## config.mk

```make
export PLATFORM = sky130hd
export DESIGN_NAME = sle_count
export DESIGN_NICKNAME = d
export VERILOG_FILES = /design/src/sv/sle_pkg.sv /design/src/sv/sle_count.sv
export SDC_FILE = /design/constraint.sdc
export NUM_CORES = 1
export LEC_CHECK = 0
export ABC_AREA = 1
export BUFFER_PORTS_ARGS = -buffer_cell sky130_fd_sc_hd__buf_2
export CAP_MARGIN = 20
export CORE_MARGIN = 8
export CORE_UTILIZATION = 44
export DETAILED_ROUTE_END_ITERATION = 10
export PLACE_DENSITY = 0.86
export SYNTH_ARGS = -nofsm -noshare
export SYNTH_HDL_FRONTEND = slang
export SYNTH_SLANG_ARGS = --single-unit
```

## constraint.sdc

```tcl
create_clock -name vclk -period 3.4
set_input_delay 0.68 -clock vclk [all_inputs]
set_output_delay 0.68 -clock vclk [all_outputs]
set_load 0.005 [all_outputs]
```

## src/sv/sle_pkg.sv

```systemverilog
// shared types, codes and constants of the sorted list engine
package sle_pkg;

  localparam int SLE_CAPACITY = 64;
  localparam int SLE_DATA_W   = 32;
  localparam int SLE_FUNC_W   = 2;
  localparam int SLE_STAT_W   = 2;
  localparam int SLE_CNT_OUT_W = 7;

  typedef enum logic [SLE_FUNC_W-1:0] {
    FN_INSERT = 2'd0,
    FN_SEARCH = 2'd1,
    FN_DELETE = 2'd2
  } sle_func_t;

  typedef enum logic [SLE_STAT_W-1:0] {
    STAT_OK        = 2'd0,
    STAT_NOT_FOUND = 2'd1,
    STAT_EMPTY     = 2'd2,
    STAT_FULL      = 2'd3
  } sle_status_t;

  typedef enum logic [1:0] {
    ST_IDLE,
    ST_CMP,
    ST_UPD
  } sle_state_t;

  // broadcast from the controller to every cell
  typedef struct packed {
    logic                         cmp;
    logic                         ins;
    logic                         del;
    logic signed [SLE_DATA_W-1:0] key;
  } sle_ctrl_t;

endpackage

```

## src/sv/sle_count.sv

```systemverilog
// turns the chain's compare flags into the number of entries equal to the key
module sle_count
  import sle_pkg::*;
#(
  parameter int CAPACITY = SLE_CAPACITY
) (
  input  logic [CAPACITY-1:0]                 ge,
  input  logic [CAPACITY-1:0]                 gt,
  input  logic [$clog2(CAPACITY+1)-1:0]       fill,
  output logic [$clog2(CAPACITY+1)-1:0]       hits
);

  localparam int CNT_W = $clog2(CAPACITY + 1);

  logic [CNT_W-1:0] idx_ge;
  logic [CNT_W-1:0] idx_gt;
  logic             prev_ge;
  logic             prev_gt;

  // flags form one run at the tail of the valid prefix, so the rising edge is one-hot
  always_comb begin
    idx_ge  = '0;
    idx_gt  = '0;
    prev_ge = 1'b0;
    prev_gt = 1'b0;
    for (int i = 0; i < CAPACITY; i++) begin
      if (ge[i] && !prev_ge) idx_ge = idx_ge | CNT_W'(i);
      if (gt[i] && !prev_gt) idx_gt = idx_gt | CNT_W'(i);
      prev_ge = ge[i];
      prev_gt = gt[i];
    end
  end

  assign hits = ((|gt) ? idx_gt : fill) - ((|ge) ? idx_ge : fill);

endmodule

```

# Yosys cells after proc, flatten, opt, wreduce, memory -nomap -nowiden
# Cells that the tools add are included.
totals:
  ff_bits: 0
  in_bits: 135
  out_inout_bits: 7
  wordCells: 383
classes:
  add_sub_neg: 1
  muxes: 128
  reduce_logical: 254
ops:
  columns: ["operator", "count"]
  rows:
  - ["2-to-1 mux 6 bit", 64]
  - ["2-to-1 mux 5 bit", 32]
  - ["OR reduction 64 bit", 2]
  - ["logical AND 1 bit", 126]
  - ["zero test 1 bit", 126]
  - ["2-to-1 mux 4 bit", 16]
  - ["2-to-1 mux 3 bit", 8]
  - ["2-to-1 mux 7 bit", 2]
  - ["2-to-1 mux 2 bit", 4]
  - ["subtractor 7 bit", 1]
  - ["2-to-1 mux 1 bit", 2]

# Logic depth before layout (Yosys ltp)
depth:
  depth_word: 67
  ltp_mapped: 20
  ltp_nobuf: 20

# Worst setup path before layout
# OpenSTA, ideal clock, no wires.
synth_timing:
  kind: "input -> output"
  start: "in gt[37]"
  end: "out hits[6]"
  arrival_time_ns: 2.677
  path_slack_ns: 0.043
  stages: 19
  cell_sequence: "nor2_1 -> nand2_1 -> nor2_1 -> nand2_1 -> nor2_2 -> nand2_2 -> or2_0 -> nand2_1 -> ha_1 -> inv_1 -> fa_1 -> nand3_1 -> nand3b_1 -> nand2_1 -> nand2_1 -> a21o_1 -> inv_1 -> nand3_1 -> nand2_1"
synth_via:
  elab_chain_len: 30
  elab_cells_between_ends: 33
  classes_between: "add/sub (1); mux (28); reduce/logical (4)"
synth_rtl:
  columns: ["item", "line", "rtl"]
  rows:
  - ["from (decl)", "sle_count.sv:8", "input logic [CAPACITY-1:0] gt,"]
  - ["logical AND 1 bit / zero test 1 bit (equally long branches)", "sle_count.sv:28", "if (gt[i] && !prev_gt) idx_gt = idx_gt | CNT_W'(i);"]
  - ["2-to-1 mux 6 bit / logical AND 1 bit (equally long branches)", "sle_count.sv:28", null]
  - ["2-to-1 mux 6 bit (26 in series)", "sle_count.sv:28", null]
  - ["2-to-1 mux 7 bit *", "sle_count.sv:34", "assign hits = ((|gt) ? idx_gt : fill) - ((|ge) ? idx_ge : fill);"]
  - ["subtractor 7 bit *", "sle_count.sv:34", null]
  - ["to (decl)", "sle_count.sv:10", "output logic [$clog2(CAPACITY+1)-1:0] hits"]
# Every way passes the cells marked *; elsewhere a longest branch is shown, timed or not.

# Final worst setup path
layout_timing:
  start: "in gt[4]"
  end: "out hits[6]"
layout_via:
  elab_chain_len: 63
  elab_cells_between_ends: 66
  classes_between: "add/sub (1); mux (61); reduce/logical (4)"
layout_rtl:
  columns: ["item", "line"]
  rows:
  - ["logical AND 1 bit / zero test 1 bit (equally long branches)", "sle_count.sv:28"]
  - ["2-to-1 mux 3 bit / logical AND 1 bit (equally long branches)", "sle_count.sv:28"]
  - ["2-to-1 mux 3 bit (3 in series)", "sle_count.sv:28"]
  - ["2-to-1 mux 4 bit (8 in series)", "sle_count.sv:28"]
  - ["2-to-1 mux 5 bit (16 in series)", "sle_count.sv:28"]
  - ["2-to-1 mux 6 bit (32 in series)", "sle_count.sv:28"]
  - ["2-to-1 mux 7 bit *", "sle_count.sv:34"]
  - ["subtractor 7 bit *", "sle_count.sv:34"]
# Marks and branches as above.

==> flow_metrics.tcl <==
set metrics [dict create \
    path_delay_family "simple AND/OR/NAND/NOR gates" \
    initialDrtViolationCount 436 \
    synth_top_cell_area_share_pct 26.04 \
    synthCells 613 \
    powerDensity_nw_per_um2 100.8 \
    wire_per_inst_um 15.02 \
    final-seq-area_um2 0 \
    outcome "complete, but fails checks" \
    seq_area_frac_synth_pct 0 \
    cpMaxStageDelayCell "fa_2" \
    syn_area_um2 2695 \
    holdBufCountCts 0 \
    grt_max_degree 14 \
    leakagePower_uw 0.002900 \
    worst_slack_ps -372.7 \
    yosysMostFrequentCell "nand2_1" \
    finalCritPeriodShare_pct 111.0 \
    grt_pass1_vias 4969 \
    slew_violations 0 \
    die_x_um 94.27 \
    worstPathMaxFanout 4 \
    syn-num-nets 755 \
    finalSetupViolations 5 \
    dpl_cell_area_um2 4512 \
    gr-usage-all-layers_pct 26.64 \
    min_period_ps 3773 \
    cpPeakStageDelay_ps 410 \
    gp_congestion 0.9577 \
    final_area_um2 4980 \
    path_buf_inv 5 \
    drc 2 \
    ioPinCount 142 \
    synth_top_cells_by_area "nand2_1, nor2_1, inv_1" \
    cp.arrival_ps 3090 \
    violations "design-rule violations, negative setup slack" \
    grt_overflow_total 0 \
    num-clock-buffers 0 \
    worst_slew_pin_slew_ps 333.2 \
    drive_above_1_share_pct 42.83 \
    rows 28 \
    fp.dieH_um 94.27 \
    setup.worst_path.start_class "input port" \
    final_nets 1043 \
    vias 5292 \
    synth_cell_types 31 \
    fmax_ghz 0.2651 \
    drt-pass1-iter-count 10 \
    pre_cts_ws_ps -399.0 \
    crit_path_cell_trace "buf_2 -> inv_1 -> nand2_1 -> nand2_1 -> a221oi_2 -> nand2_1 -> nor2_2 -> nand3_1 -> nand2_1 -> ha_2 -> inv_2 -> fa_2 -> nand3_2 -> nand3b_1 -> nand2_1 -> nand2_1 -> a21o_1 -> inv_1 -> nand3_1 -> nand2_1 -> buf_2" \
    hp-class "input port to primary output" \
    yosysTopAreaCell "nand2_1" \
    area_delta_synth_final_pct 84.77 \
    fillers 368 \
    cp_common_cell "nand2_1" \
    hpwl_um 10780 \
    end_kind "primary output" \
    relSlewSlack_pct 77.55 \
    seq_cell_count 0 \
    cap_violations 0 \
    dieArea_um2 8886 \
    syn_area_per_cell_um2 4.397 \
    port_buffers 142 \
    cp.required_ps 2720 \
    grt_antenna_before_repair 1 \
    ant_nets 0 \
    fin_setup_tns_ps -1063 \
    ys_top_cells_by_count "nand2_1, nor2_1, inv_1" \
    rsz0062_at_grt "true" \
    grt_pass1_wl_um 19940 \
    drt-vias-per-instance 5.428 \
    core_area_um2 5921 \
    hold_viol_final 0 \
    ir_drop_uv 73.15 \
    floorplan.initialDensity_pct 45.52 \
    worstSetupPathType "input port to primary output" \
    ys_warn_count 0 \
    drt-total-wl_um 14650 \
]
where the power goes:
part / total [uW] / switching, uW / leakage, uW / internal, uW
logic: 502 / 256 / 0.00290 / 246
registers: 0 / 0 / 0 / 0
clock network: 0.0000393 / 0 / 0.00000000634 / 0.0000393
total: 502 / 256 / 0.00290 / 246
worst paths after layout:
kind | slack (ps) | cells past startpoint | from | endpoint
setup / recovery | -370 | 21 | gt[4] | hits[6]
hold / removal | 1760 | 4 | fill[6] | hits[6]
metrics by stage:
| stage | hold slack (ps) | std cells | util, % | total power [uW] |
|---|---|---|---|---|
| CTS | 1744 | 969 | 78.40 | 435.7 |
| floorplan | 1483 | 613 | - | 167.6 |
| detailed placement | 1744 | 965 | 76.20 | 426.1 |
| finish | 1756 | 975 | 84.11 | 502.1 |
| global placement | 1740 | 965 | 76.20 | 410.1 |
| global route | 1757 | 975 | 84.11 | 543.5 |
cells by family (layout without fill, tap and decap cells):
logic type,Yosys count,after routing,share of synthesized area (%)
AO/OA/AOI/OAI,50,50,10.03
XOR/XNOR,4,4,1.300
adder cells (fa/ha/maj),7,7,3.528
buffers and inverters,125,411,17.73
other,0,1,0
AND/OR/NAND/NOR,427,427,67.41
cell type report:
type	instances	area [um2]	area share [%]
Tap cell	75	93.84	1.884
Antenna cell	1	2.502	0.05025
Multi-Input combinational cell	488	2450	49.20
Inverter	123	464.2	9.322
Timing Repair Buffer	288	1969	39.55
metal layers:
metal / GRT usage (%) / routed length [um] / vias to the layer above
li1: - / - / 2468
met1: 26.71 / 4882 / 2324
met2: 52.43 / 7217 / 383
met3: 3.118 / 1426 / 117
met4: 12.42 / 1117 / 0
met5: 0 / 0 / -
cell usage in the layout, fill, tap and decap left out, types with 2 or more instances in the layout:
cell,n
inv_2,15
nand4_1,22
buf_6,26
nor3b_1,5
nand3_2,3
nand2_2,7
buf_4,146
or2_0,2
or2_2,13
ha_1,4
nand3_1,27
nor3_1,10
nor2_2,35
nand2_1,180
nor2_1,105
buf_2,116
o21ai_2,3
inv_1,107
nor4_1,2
o21ai_0,27
a21oi_1,3
o21ai_1,8
xor2_1,4
nor2_4,9
nand3b_1,3
nor3_2,2
timing repair:
action / 4_1_cts / 5_1_grt
gates cloned: 0 / 0
endpoints found under the setup margin: 5 / 6
buffers inserted: 4 / 6
resized for setup: 30 / 90
pin swaps: 21 / 54
(Power assumes the default switching activity.)
