`config.mk`:
```
export PLATFORM = sky130hd
export DESIGN_NAME = sle_cell
export DESIGN_NICKNAME = d
export VERILOG_FILES = /design/src/sv/sle_pkg.sv /design/src/sv/sle_cell.sv
export SDC_FILE = /design/constraint.sdc
export NUM_CORES = 1
export LEC_CHECK = 0
export BUFFER_PORTS_ARGS = -buffer_cell sky130_fd_sc_hd__buf_2
export CAP_MARGIN = 10
export CORE_ASPECT_RATIO = 0.8
export CORE_MARGIN = 2
export CORE_UTILIZATION = 35
export CTS_BUF_LIST = sky130_fd_sc_hd__clkbuf_4
export DETAILED_ROUTE_END_ITERATION = 7
export SYNTH_ARGS = -nofsm -noshare
export SYNTH_HDL_FRONTEND = slang
export SYNTH_SLANG_ARGS = --single-unit
```
`constraint.sdc`:
```
create_clock -name clk -period 2.4 [get_ports clk]
set_input_delay 0.48 -clock clk [delete_from_list [all_inputs] [get_ports clk]]
set_output_delay 0.48 -clock clk [all_outputs]
set_load 0.1 [all_outputs]
```
`src/sv/sle_pkg.sv`:
```
// shared types, codes and constants of the sorted list engine
package sle_pkg;

  localparam int SLE_CAPACITY = 64;
  localparam int SLE_DATA_W   = 32;
  localparam int SLE_FUNC_W   = 2;
  localparam int SLE_STAT_W   = 2;
  localparam int SLE_CNT_OUT_W = 7;

  typedef enum logic [SLE_FUNC_W-1:0] {
    FN_INSERT = 2'd0,
    FN_SEARCH = 2'd1,
    FN_DELETE = 2'd2
  } sle_func_t;

  typedef enum logic [SLE_STAT_W-1:0] {
    STAT_OK        = 2'd0,
    STAT_NOT_FOUND = 2'd1,
    STAT_EMPTY     = 2'd2,
    STAT_FULL      = 2'd3
  } sle_status_t;

  typedef enum logic [1:0] {
    ST_IDLE,
    ST_CMP,
    ST_UPD
  } sle_state_t;

  // broadcast from the controller to every cell
  typedef struct packed {
    logic                         cmp;
    logic                         ins;
    logic                         del;
    logic signed [SLE_DATA_W-1:0] key;
  } sle_ctrl_t;

endpackage

```
`src/sv/sle_cell.sv`:
```
// one storage cell of the sorted chain: entry, valid bit and compare flags
module sle_cell
  import sle_pkg::*;
(
  input  logic                         clk,
  input  logic                         rst_n,
  input  sle_ctrl_t                    ctrl,
  input  logic signed [SLE_DATA_W-1:0] left_entry,
  input  logic                         left_valid,
  input  logic                         left_place,
  input  logic signed [SLE_DATA_W-1:0] right_entry,
  input  logic                         right_valid,
  output logic signed [SLE_DATA_W-1:0] entry,
  output logic                         valid,
  output logic                         place,
  output logic                         ge,
  output logic                         gt
);

  logic signed [SLE_DATA_W-1:0] entry_r;
  logic                         valid_r;
  logic                         ge_r;
  logic                         gt_r;

  // control state
  always_ff @(posedge clk) begin
    if (!rst_n) begin
      valid_r <= 1'b0;
    end else if (ctrl.ins) begin
      valid_r <= valid_r | left_valid;
    end else if (ctrl.del) begin
      valid_r <= right_valid;
    end
  end

  // payload and flags
  always_ff @(posedge clk) begin
    if (ctrl.cmp) begin
      ge_r <= valid_r && (entry_r >= ctrl.key);
      gt_r <= valid_r && (entry_r > ctrl.key);
    end
    if (ctrl.ins) begin
      if (left_place) begin
        entry_r <= left_entry;
      end else if (place) begin
        entry_r <= ctrl.key;
      end
    end else if (ctrl.del && ge_r) begin
      entry_r <= right_entry;
    end
  end

  // insert point: first cell that is empty or not smaller than the key
  assign place = !valid_r || ge_r;
  assign entry = entry_r;
  assign valid = valid_r;
  assign ge    = ge_r;
  assign gt    = gt_r;

endmodule

```
Word level (Yosys, flattened, before mapping) --
Cells that the tools add are included.
Cells by class: magnitude comparators 2, eq/ne operators 1, mux-type cells 6, bitwise gates (word level) 1, reductions and logical operators 8
Operators with widths (number):
- $mux W32 | 4
- $ge A32 B32 Y1 | 1
- $gt A32 B32 Y1 | 1
- $reduce_bool A2 Y1 | 2
- $logic_and A1 B1 Y1 | 3
- $ne A3 B1 Y1 const B | 1
- $mux W1 | 2
- $reduce_and A2 Y1 | 1
- $logic_not A1 Y1 | 1
- $logic_or A1 B1 Y1 | 1
- $or A1 B1 Y1 | 1
Storage, ports and cells: flip-flop bits (word level) 35, input bits 104

Logic depth before layout (Yosys ltp) --
Gate-level depths: netlist (run 1).
depth after elaboration 5, mapped depth 7, gate-level depth less buffers 7

Least setup slack after synthesis (run 1) --
OpenSTA, ideal clock, no wires.
path type register to register, start point register valid_r, in the netlist valid, end point register entry_r[0], in the netlist entry[0], enable pin, arrival 2756 ps, data required time 1922 ps, setup slack -834 ps, cell stages (with the launch flop) 4, buffers on the path 0, clock period less this slack 3234 ps, cell sequence dfxtp_1 > nand2b_1 > o21ai_0 > nand2_1
Between the ends: longest elaborated chain between the ends 4
Ends and longest elaborated chain:
- from (decl) | line sle_cell.sv:21 | logic valid_r;
- from (signal assigned) | line sle_cell.sv:30 | valid_r <= valid_r | left_valid;
- from (signal assigned) | line sle_cell.sv:32 | valid_r <= right_valid;
- $logic_not A1 Y1 | line sle_cell.sv:54 | assign place = !valid_r || ge_r;
- $logic_or A1 B1 Y1 | line sle_cell.sv:54
- named net place | line sle_cell.sv:15 | output logic place,
- $ne A3 B1 Y1 (no line)
- $reduce_and A2 Y1 (no line)
- to (signal assigned) | line sle_cell.sv:44 | entry_r <= left_entry;
- to (signal assigned) | line sle_cell.sv:46 | entry_r <= ctrl.key;
- to (signal assigned) | line sle_cell.sv:49 | entry_r <= right_entry;
- to (decl) | line sle_cell.sv:20 | logic signed [SLE_DATA_W-1:0] entry_r;
The timed path passes the listed nets, and every way through them passes these cells. A chain may end at the register's enable or synchronous reset.

Worst setup path in the final report (run 1) --
start point register entry_r[26], in the netlist entry[26], end point register gt_r, in the netlist gt, data pin
Between the ends: longest elaborated chain between the ends 2
Ends and longest elaborated chain:
- $gt A32 B32 Y1 | line sle_cell.sv:40 | gt_r <= valid_r && (entry_r > ctrl.key);
- $logic_and A1 B1 Y1 | line sle_cell.sv:40
- to (signal assigned) | line sle_cell.sv:40
- to (decl) | line sle_cell.sv:23 | logic gt_r;
No other way between the ends.

==> flow_summary.toml, run 1 <==
[outcome]
outcome = "finished clean"

[synthesis]
ys.flop_type = "edfxtp_1"
synth_edf_count = 34
ys_types = 38
syn-cell-area_sq_um = 2615
synth-async-reset-ratio_pct = 0
ys_warn_count = 0
synth_compound_area_share_pct = 14.78
syn-num-nets = 408
synthCells = 272
synth_area_per_cell_sq_um = 9.614
synth_adder_area_share_pct = 15.31
yosys.area_share.simple_pct = 11.24
ys_seq_area_share_pct = 39.81
synth_mux_area_share_pct = 12.25
synth_xor_area_share_pct = 0
synth_top_family_by_area = "adder cells"
synth-seq-cells = 35

[floorplan]
fp.dieW_microns = 100.6
core-area_sq_um = 7322
rows = 28
io_pins = 140
start_util_pct = 35.71
die_y_microns = 81.31
die-area_sq_um = 8183

[routing]
highest_layer = "met4"
drt-total-wl_microns = 6798
m1WireLength_microns = 3061
wl_met3_microns = 360
first_pass_iters = 5
dr_wl_met2_microns = 3316
antenna_left = 0
viasPerCell = 4.830
drt_iter0_drc = 53
wl_per_cell_microns = 13.43
drc = 0
vias = 2444

[placed_design]
numPortBuffers = 139
place.gp.congestion = 0.8150
dp_hpwl_microns = 5672

[timing]
finClkSkew_ns = 0.01372
slew-limit-headroom_pct = 67.06
finalCritPeriodShare_pct = 91.07
setup_violations = 0
rsz0062_at_grt = "no"
setup_tns_ns = 0
hold_violations = 0
tightest_slew_ns = 0.4976
drv_slew = 0
fmax_mhz = 457.5
fin_crit_ns = 2.186

[global_routing]
grt_pass1_wl_microns = 10760
grtUsageTotal_pct = 16.72
grt_pass1_vias = 2440
grt_max_degree = 37
antenna_found_initial = 0
overflow = 0

[final_layout]
drive_above_1_share_pct = 41.11
syn2layout_area_growth_pct = 37.37
num_antenna_cells = 0
nets = 551
final_common_cell = "buf_2"
fill_cells = 727
mostFrequentLayoutCells = "buf_2 (139), a21oi_1 (46), inv_1 (34), nor2_1 (34), edfxtp_1 (34)"

[clock_tree]
cts_inserted_buffers = 5
cts_setup_buffers = 0
cts_tree = "done"
clkTransAtPathRegs_ns = 0.10
worstSkewPairLatency_ns = 0.33
htree_levels = 2
clock-sinks = 35
cts-root-buf = "clkbuf_4"
hold_buffers = 0
cts_buffer_depth = 2

[hold_path]
hp-class = "primary input to flip-flop"
min_from = "ctrl[34]"

[power]
vdd.ir_drop.worst_mv = 0.2220
power_mw = 1.995
power_density_nw_per_um2 = 555.5
leakagePower_nw = 1.812

[run]
max-cap-violations = 0

[worst_setup_path]
worst-setup-path-type = "flip-flop to flip-flop"
cp-end-kind = "flip-flop"
startpoint = "entry[26]"
cp_data_arrival_time_ns = 2.33
r2r_slack_ns = 0.21
startpoint_type = "flip-flop"
required_ns = 2.54
cp_max_fo = 3
reg2reg_from = "entry[26]"
-- registers in the layout, summed over array words and instances (netlist names) --
signal,flops
entry,32
ge,1
gt,1
valid,1
-- per-stage QoR --
| stage | worst slack (ns) | hold WS [ns] | instances | utilization, % | cell area (sq um) |
|---|---|---|---|---|---|
| floorplan | -0.1871 | 0.5925 | 272 | - | 2698 |
| global placement | 0.02874 | 0.5615 | 498 | 48.26 | 3533 |
| detailed placement | -0.05578 | 0.5609 | 498 | 48.26 | 3533 |
| CTS | 0.1018 | 0.3512 | 506 | 48.97 | 3586 |
| global route | 0.05375 | 0.3543 | 506 | 49.06 | 3592 |
| finish | 0.2143 | 0.3725 | 506 | 49.06 | 3592 |
-- synth_stat cells (2+ instances only) --
cell / number / area [sq um]
a21oi_1: 47 / 235.2
edfxtp_1: 34 / 1021
inv_1: 34 / 127.6
nor2_1: 34 / 127.6
ha_1: 32 / 400.4
mux2i_1: 32 / 320.3
nand2_1: 8 / 30.03
clkbuf_1: 7 / 26.28
nand3_1: 5 / 25.02
o21ai_0: 5 / 25.02
nand4_1: 4 / 25.02
buf_2: 3 / 15.01
nand2b_1: 2 / 12.51
-- routing by layer --
layer	track usage [%]	vias up
li1	-	1272
met1	20.93	1092
met2	29.27	76
met3	3.356	4
met4	4.932	0
met5	0	-
-- final cells by class --
type                    instances  area [sq um]  share of cell area (%)
multi-input cells             192          1489                   41.45
flip-flops and latches         35          1042                   29.01
repair buffers                147         768.2                   21.39
inverters                      34         127.6                   3.553
well taps                      90         112.6                   3.135
clock buffers                   6         45.04                   1.254
clock inverters                 2         7.507                  0.2090
-- power by group --
group          switching (mW)  total, mW  internal, mW
clock network           0.200      0.320         0.120
registers              0.0346      0.779         0.745
logic                   0.648      0.896         0.248
total                   0.883       2.00          1.11
-- cells by family (layout without fill, tap and decap cells) --
logic type,after synthesis,in the layout
multiplexers,32,32
adder cells (fa/ha/maj),32,32
AND/OR/NAND/NOR,62,62
flip-flops,35,35
AO/OA/AOI/OAI,66,66
buffers and inverters,45,189
-- critical path, stage by stage (launching register included) --
cell       delay, ns
edfxtp_1        0.42
ha_1            0.31
nand4_1         0.14
or4_4           0.58
o22ai_2         0.13
nor3_1          0.08
a2111oi_2       0.34
-- path summary, 6_finish.rpt --
check,end,cells after the start
setup reg to reg,gt,6
hold / removal,gt,1
setup / recovery,gt,6
hold reg to reg,valid,2
-- timing repair --
| item | 4_1_cts | 5_1_grt |
|---|---|---|
| endpoints found under the hold margin | 0 | 0 |
| resized for setup | 0 | 2 |
| endpoints found under the setup margin | 0 | 1 |
(Power assumes the default switching activity.)
==> inputs of run 2 (changes only) <==
Settings changed: ABC_AREA from default to 1.
==> run 2 against run 1 <==
  * Clock skew fell by 0.0071 ns
  * Fmax rose by 14%
  * Critical path depth fell by 2
  * Critical path type is now flip-flop to primary output
  * Largest cell class unchanged
==> flow_summary.toml, run 2 <==
[outcome]
outcome = "finished clean"

[global_routing]
grt_pass1_wl_microns = 11160
grt_max_degree = 34
overflow = 0
grtUsageTotal_pct = 17.15
grt_pass1_vias = 2449
antenna_found_initial = 0

[timing]
tightest_slew_ns = 0.6146
worst_slack_ns = 0.4814
fmax_mhz = 521.2
finClkSkew_ns = 0.006582
slew-limit-headroom_pct = 58.97
fin_crit_ns = 1.919
hold_violations = 0
setup_tns_ns = 0
setup_violations = 0
hold_slack_ns = 0.3594
finalCritPeriodShare_pct = 79.94
drv_slew = 0
rsz0062_at_grt = "no"

[final_layout]
fin_area_sq_um = 3511
seq_area_sq_um = 1041
multi_input_area_sq_um = 1386
largest_reg_flops = 32
drive_above_1_share_pct = 34.81
nets = 609
final_common_cell = "buf_2"
syn2layout_area_growth_pct = 33.68
num_antenna_cells = 0
post-route-util_pct = 47.95
mostFrequentLayoutCells = "buf_2 (139), nand2_1 (66), inv_1 (42), nor2_1 (42), o21ai_0 (42)"
fill_cells = 737

[clock_tree]
ctsResizeCount = 0
worstSkewPairLatency_ns = 0.33
clkTransAtPathRegs_ns = 0.12
cts_tree = "done"
htree_levels = 2
cts_buffer_depth = 2
cts-root-buf = "clkbuf_4"
hold_buffers = 0
clock-sinks = 35
cts_setup_buffers = 0
cts_inserted_buffers = 5

[placed_design]
dp_hpwl_microns = 5454
numPortBuffers = 139
place.gp.congestion = 0.7634
pre_cts_ws_ns = 0.3971
placed_area_sq_um = 3435

[synthesis]
synth_area_leader_cell = "edfxtp_1"
synthCells = 335
syn-num-nets = 471
ys_warn_count = 0
ys.flop_type = "edfxtp_1"
synth_area_per_cell_sq_um = 7.840
synth.area.top_cells = "edfxtp_1 (39%), ha_1 (15%), nand2_1 (9.4%)"
synth_edf_count = 34
synth-async-reset-ratio_pct = 0
syn-cell-area_sq_um = 2626
synth_common_cells = "nand2_1 (66), inv_1 (42), nor2_1 (42), o21ai_0 (42), edfxtp_1 (34)"
synth_top_area_share_pct = 38.88
ys_types = 22
yosys.cell_count.top_type = "nand2_1"
ys_seq_area_share_pct = 39.64
synth-seq-cells = 35

[routing]
drt_iter0_drc = 63
drc = 0
viasPerCell = 4.684
drt-total-wl_microns = 7058
antenna_left = 0
wl_per_cell_microns = 12.51
first_pass_iters = 4
vias = 2642

[worst_setup_path]
cp_data_arrival_time_ns = 1.44
slowest_delay_ns = 0.44
path_cells = "inv_1, nor2_1, inv_1, buf_2"
required_ns = 1.92
r2r_end = "ge"
rr_worst_depth = 10
crit_family = "flip-flops"
crit_top_cell = "inv_1"
cp-end-kind = "primary output"
cp_slowest_cell = "dfxtp_1"
startpoint_type = "flip-flop"
worst-setup-path-type = "flip-flop to primary output"
r2r_slack_ns = 0.62
worst-path-buf-inv = 3
reg2reg_from = "entry[15]"
cp_max_fo = 4

[floorplan]
die_y_microns = 81.48
start_util_pct = 35.87
die-area_sq_um = 8217
fp.dieW_microns = 100.8
io_pins = 140
rows = 28
core-area_sq_um = 7322

[hold_path]
hold-path-cell-count = 1
hp-class = "primary input to flip-flop"
whs_endpoint = "gt"
min_from = "ctrl[34]"

[power]
leakagePower_nw = 1.813
power_density_nw_per_um2 = 600.7
vdd.ir_drop.worst_mv = 0.3128

[run]
max-cap-violations = 0
-- run 2: cell type report --
class,count,area share (%)
multi-input cells,243,39.49
flip-flops and latches,35,29.65
repair buffers,143,20.67
inverters,45,4.811
well taps,90,3.207
clock inverters,3,1.105
clock buffers,5,1.069
-- run 2: worst max-delay path by stage --
| stage | end | cells past startpoint | start | slack, ns |
|---|---|---|---|---|
| floorplan | ge | 11 | entry[21] | 0.10 |
| global placement | ge | 14 | ctrl[31] | 0.42 |
| detailed placement | ge | 14 | ctrl[31] | 0.40 |
| CTS | place | 4 | valid | 0.46 |
| global route | place | 4 | valid | 0.37 |
| finish | place | 4 | valid | 0.48 |
-- run 2: power breakdown --
part	total [mW]	switching (mW)	internal, mW	leakage, nW
sequential	0.780	0.0328	0.747	0.349
clock	0.428	0.214	0.214	0.0426
combinational	0.900	0.683	0.217	1.42
total	2.11	0.930	1.18	1.81
-- run 2: worst register-to-register path, cell delays in order (launching register included) --
cell and delay [ns]:
edfxtp_1 0.41, ha_1 0.33, nand4_1 0.16, nor2_1 0.22, nand2_1 0.08, nand2_1 0.07
nand2_1 0.07, nand2_1 0.06, nand2_1 0.05, nand3_2 0.07, nand2_1 0.05
-- run 2: routing by layer --
layer	vias up	GRT usage, %	part of all wire [%]
met5	-	0	0
met4	0	3.014	0.62
met3	5	3.660	6.0
met2	77	28.93	46
met1	1169	23.09	48
li1	1391	-	-
-- run 2: per-stage QoR --
step | power [mW] | std cells
6_report | 2.109 | 564
5_1_grt | 2.231 | 564
4_1_cts | 2.137 | 564
3_5_place_dp | 1.701 | 556
3_3_place_gp | 1.694 | 556
2_1_floorplan | 1.480 | 335
-- run 2: logic make-up (layout without fill, tap and decap cells) --
group,after synthesis,count (layout),synth area share (%)
and+or+nand+nor,126,126,20.58
buffers and inverters,57,196,8.147
adders and majority gates,32,32,15.25
AOI/OAI and AO/OA,85,85,16.39
DFF,35,35,39.64
==> inputs of run 3 (changes only) <==
Settings changed: ABC_AREA 1 to 0, PLACE_DENSITY from default to 0.67.
Clock period 2.4 ns to 1.7 ns, I/O delays scaled along.
==> run 3 against run 2 <==
  * The run now ends with setup timing left
  * Combinational power rose by 54%
  * Die area fell by 0.41%
  * Final cell count shrank 4.6%
  * Count of clock-buffer cells in the layout up 1
  * Routed wire length down 0.45%
  * Final area increased by 11%
  * Utilization is 5.4 points higher
  * Sequential power rose by 41%
  * Largest power group unchanged
==> flow_summary.toml, run 3 (same netlist as run 1, synthesis figures left out) <==
[routing]
wl_per_cell_microns = 13.06
viasPerCell = 4.822
drt_iter0_drc = 41
first_pass_iters = 4
vias = 2594
drc = 0
drt-total-wl_microns = 7026
antenna_left = 0

[timing]
slew-limit-headroom_pct = 66.91
setup_tns_ns = -0.9527
setup_violations = 2
worst_slack_ns = -0.5399
hold_violations = 0
drv_slew = 0
fin_crit_ns = 2.240
hold_slack_ns = 0.2082
rsz0062_at_grt = "yes"
fmax_mhz = 446.4
tightest_slew_ns = 0.4998
finClkSkew_ns = 0.01497
finalCritPeriodShare_pct = 131.8

[worst_setup_path]
cp-end-kind = "flip-flop"
reg2reg_from = "entry[27]"
cp_data_arrival_time_ns = 2.40
startpoint = "entry[27]"
startpoint_type = "flip-flop"
required_ns = 1.86
worst-setup-path-type = "flip-flop to flip-flop"
r2r_slack_ns = -0.54
r2r_end = "gt"
cp_max_fo = 3
rr_worst_depth = 6
crit_path_end = "gt"

[clock_tree]
cts_tree = "done"
clkTransAtPathRegs_ns = 0.12
worstSkewPairLatency_ns = 0.34
cts_inserted_buffers = 5
htree_levels = 2
clock-sinks = 35
cts_buffer_depth = 2
hold_buffers = 0
cts-root-buf = "clkbuf_4"

[final_layout]
largest_reg_flops = 32
multi_input_area_sq_um = 1548
seq_area_sq_um = 1042
mostFrequentLayoutCells = "buf_2 (137), a21oi_1 (46), buf_4 (38)"
final_cells = 538
final_common_cell = "buf_2"
post-route-util_pct = 53.32
fill_cells = 685
nets = 582
syn2layout_area_growth_pct = 49.28
drive_above_1_share_pct = 46.09

[floorplan]
rows = 28
die_y_microns = 81.31
start_util_pct = 35.71
core-area_sq_um = 7322
io_pins = 140
fp.dieW_microns = 100.6
die-area_sq_um = 8183

[run]
max-cap-violations = 0

[power]
power_mw = 2.951
vdd.ir_drop.worst_mv = 0.3660
power_density_nw_per_um2 = 756.1
leakagePower_nw = 1.970

[global_routing]
grt_pass1_wl_microns = 11150
grt_pass1_vias = 2554
antenna_found_initial = 1
grt_max_degree = 67
grtUsageTotal_pct = 17.29
overflow = 0

[placed_design]
dp_hpwl_microns = 5549
place.gp.congestion = 0.8216
dp.cells = 524
numPortBuffers = 139

[outcome]
outcome = "finished with violations"
failed_checks = "setup timing"

[hold_path]
hp-class = "primary input to flip-flop"
## run 3: cell count changes in the layout (fill, tap and decap cells not counted), moves of 8 or more
cell | before | now
nand2_1 | 66 | 7
o21ai_0 | 42 | 4
buf_4 | 4 | 38
a21oi_1 | 13 | 46
mux2i_1 | 0 | 32
o21ai_1 | 27 | 0
inv_1 | 42 | 34
nor2_1 | 42 | 34
## run 3: through the flow
step	instance area, sq um	setup WS, ns
final	3904	-0.5399
after global routing	3904	-0.6176
after CTS	3831	-0.4644
after detailed placement	3750	-0.6305
after global placement	3750	-0.5702
after floorplan	2706	-0.8871
## run 3: metal layers
metal  vias to the layer above  share of wire (%)  GRT usage [%]
li1                       1337                  -              -
met1                      1165                 45          21.22
met2                        86                 48          30.13
met3                         6                6.3          3.959
met4                         0               0.98          5.753
met5                         -                  0              0
## run 3: worst min path at each step
stage                   from  to  slack [ns]  cells past startpoint
floorplan           ctrl[34]  ge        0.45                      0
global placement    ctrl[34]  ge        0.56                      1
detailed placement  ctrl[34]  ge        0.56                      1
CTS                 ctrl[34]  ge        0.19                      1
global route        ctrl[34]  ge        0.18                      1
finish              ctrl[34]  ge        0.21                      1
## run 3: final cells by class
type	instances	area share, %
sequential	35	26.70
clock inverter	2	0.1923
multi-input combinational	192	39.65
timing repair buffer	178	26.09
antenna	1	0.06410
tap	90	2.885
clock buffer	6	1.154
inverter	34	3.269
## run 3: critical path, cell delays in order, from the launching register on
cell and delay, ns:
edfxtp_1 0.45, ha_4 0.29, nand4_1 0.12, or4_4 0.58, nor2_4 0.17, o31ai_4 0.11
a2111oi_4 0.34
## run 3: report_power, final
part / switching [mW] / internal [mW] / leakage (nW) / total, mW
clock: 0.292 / 0.170 / 0.0307 / 0.461
sequential: 0.0495 / 1.05 / 0.340 / 1.10
combinational: 0.947 / 0.442 / 1.60 / 1.39
total: 1.29 / 1.66 / 1.97 / 2.95
## run 3: repair_timing
item                       4_1_cts  5_1_grt
buffers inserted                 3        2
pin swaps                        5        7
setup endpoints to repair        2        3
gates resized for setup          2        7
gates cloned                     0        0
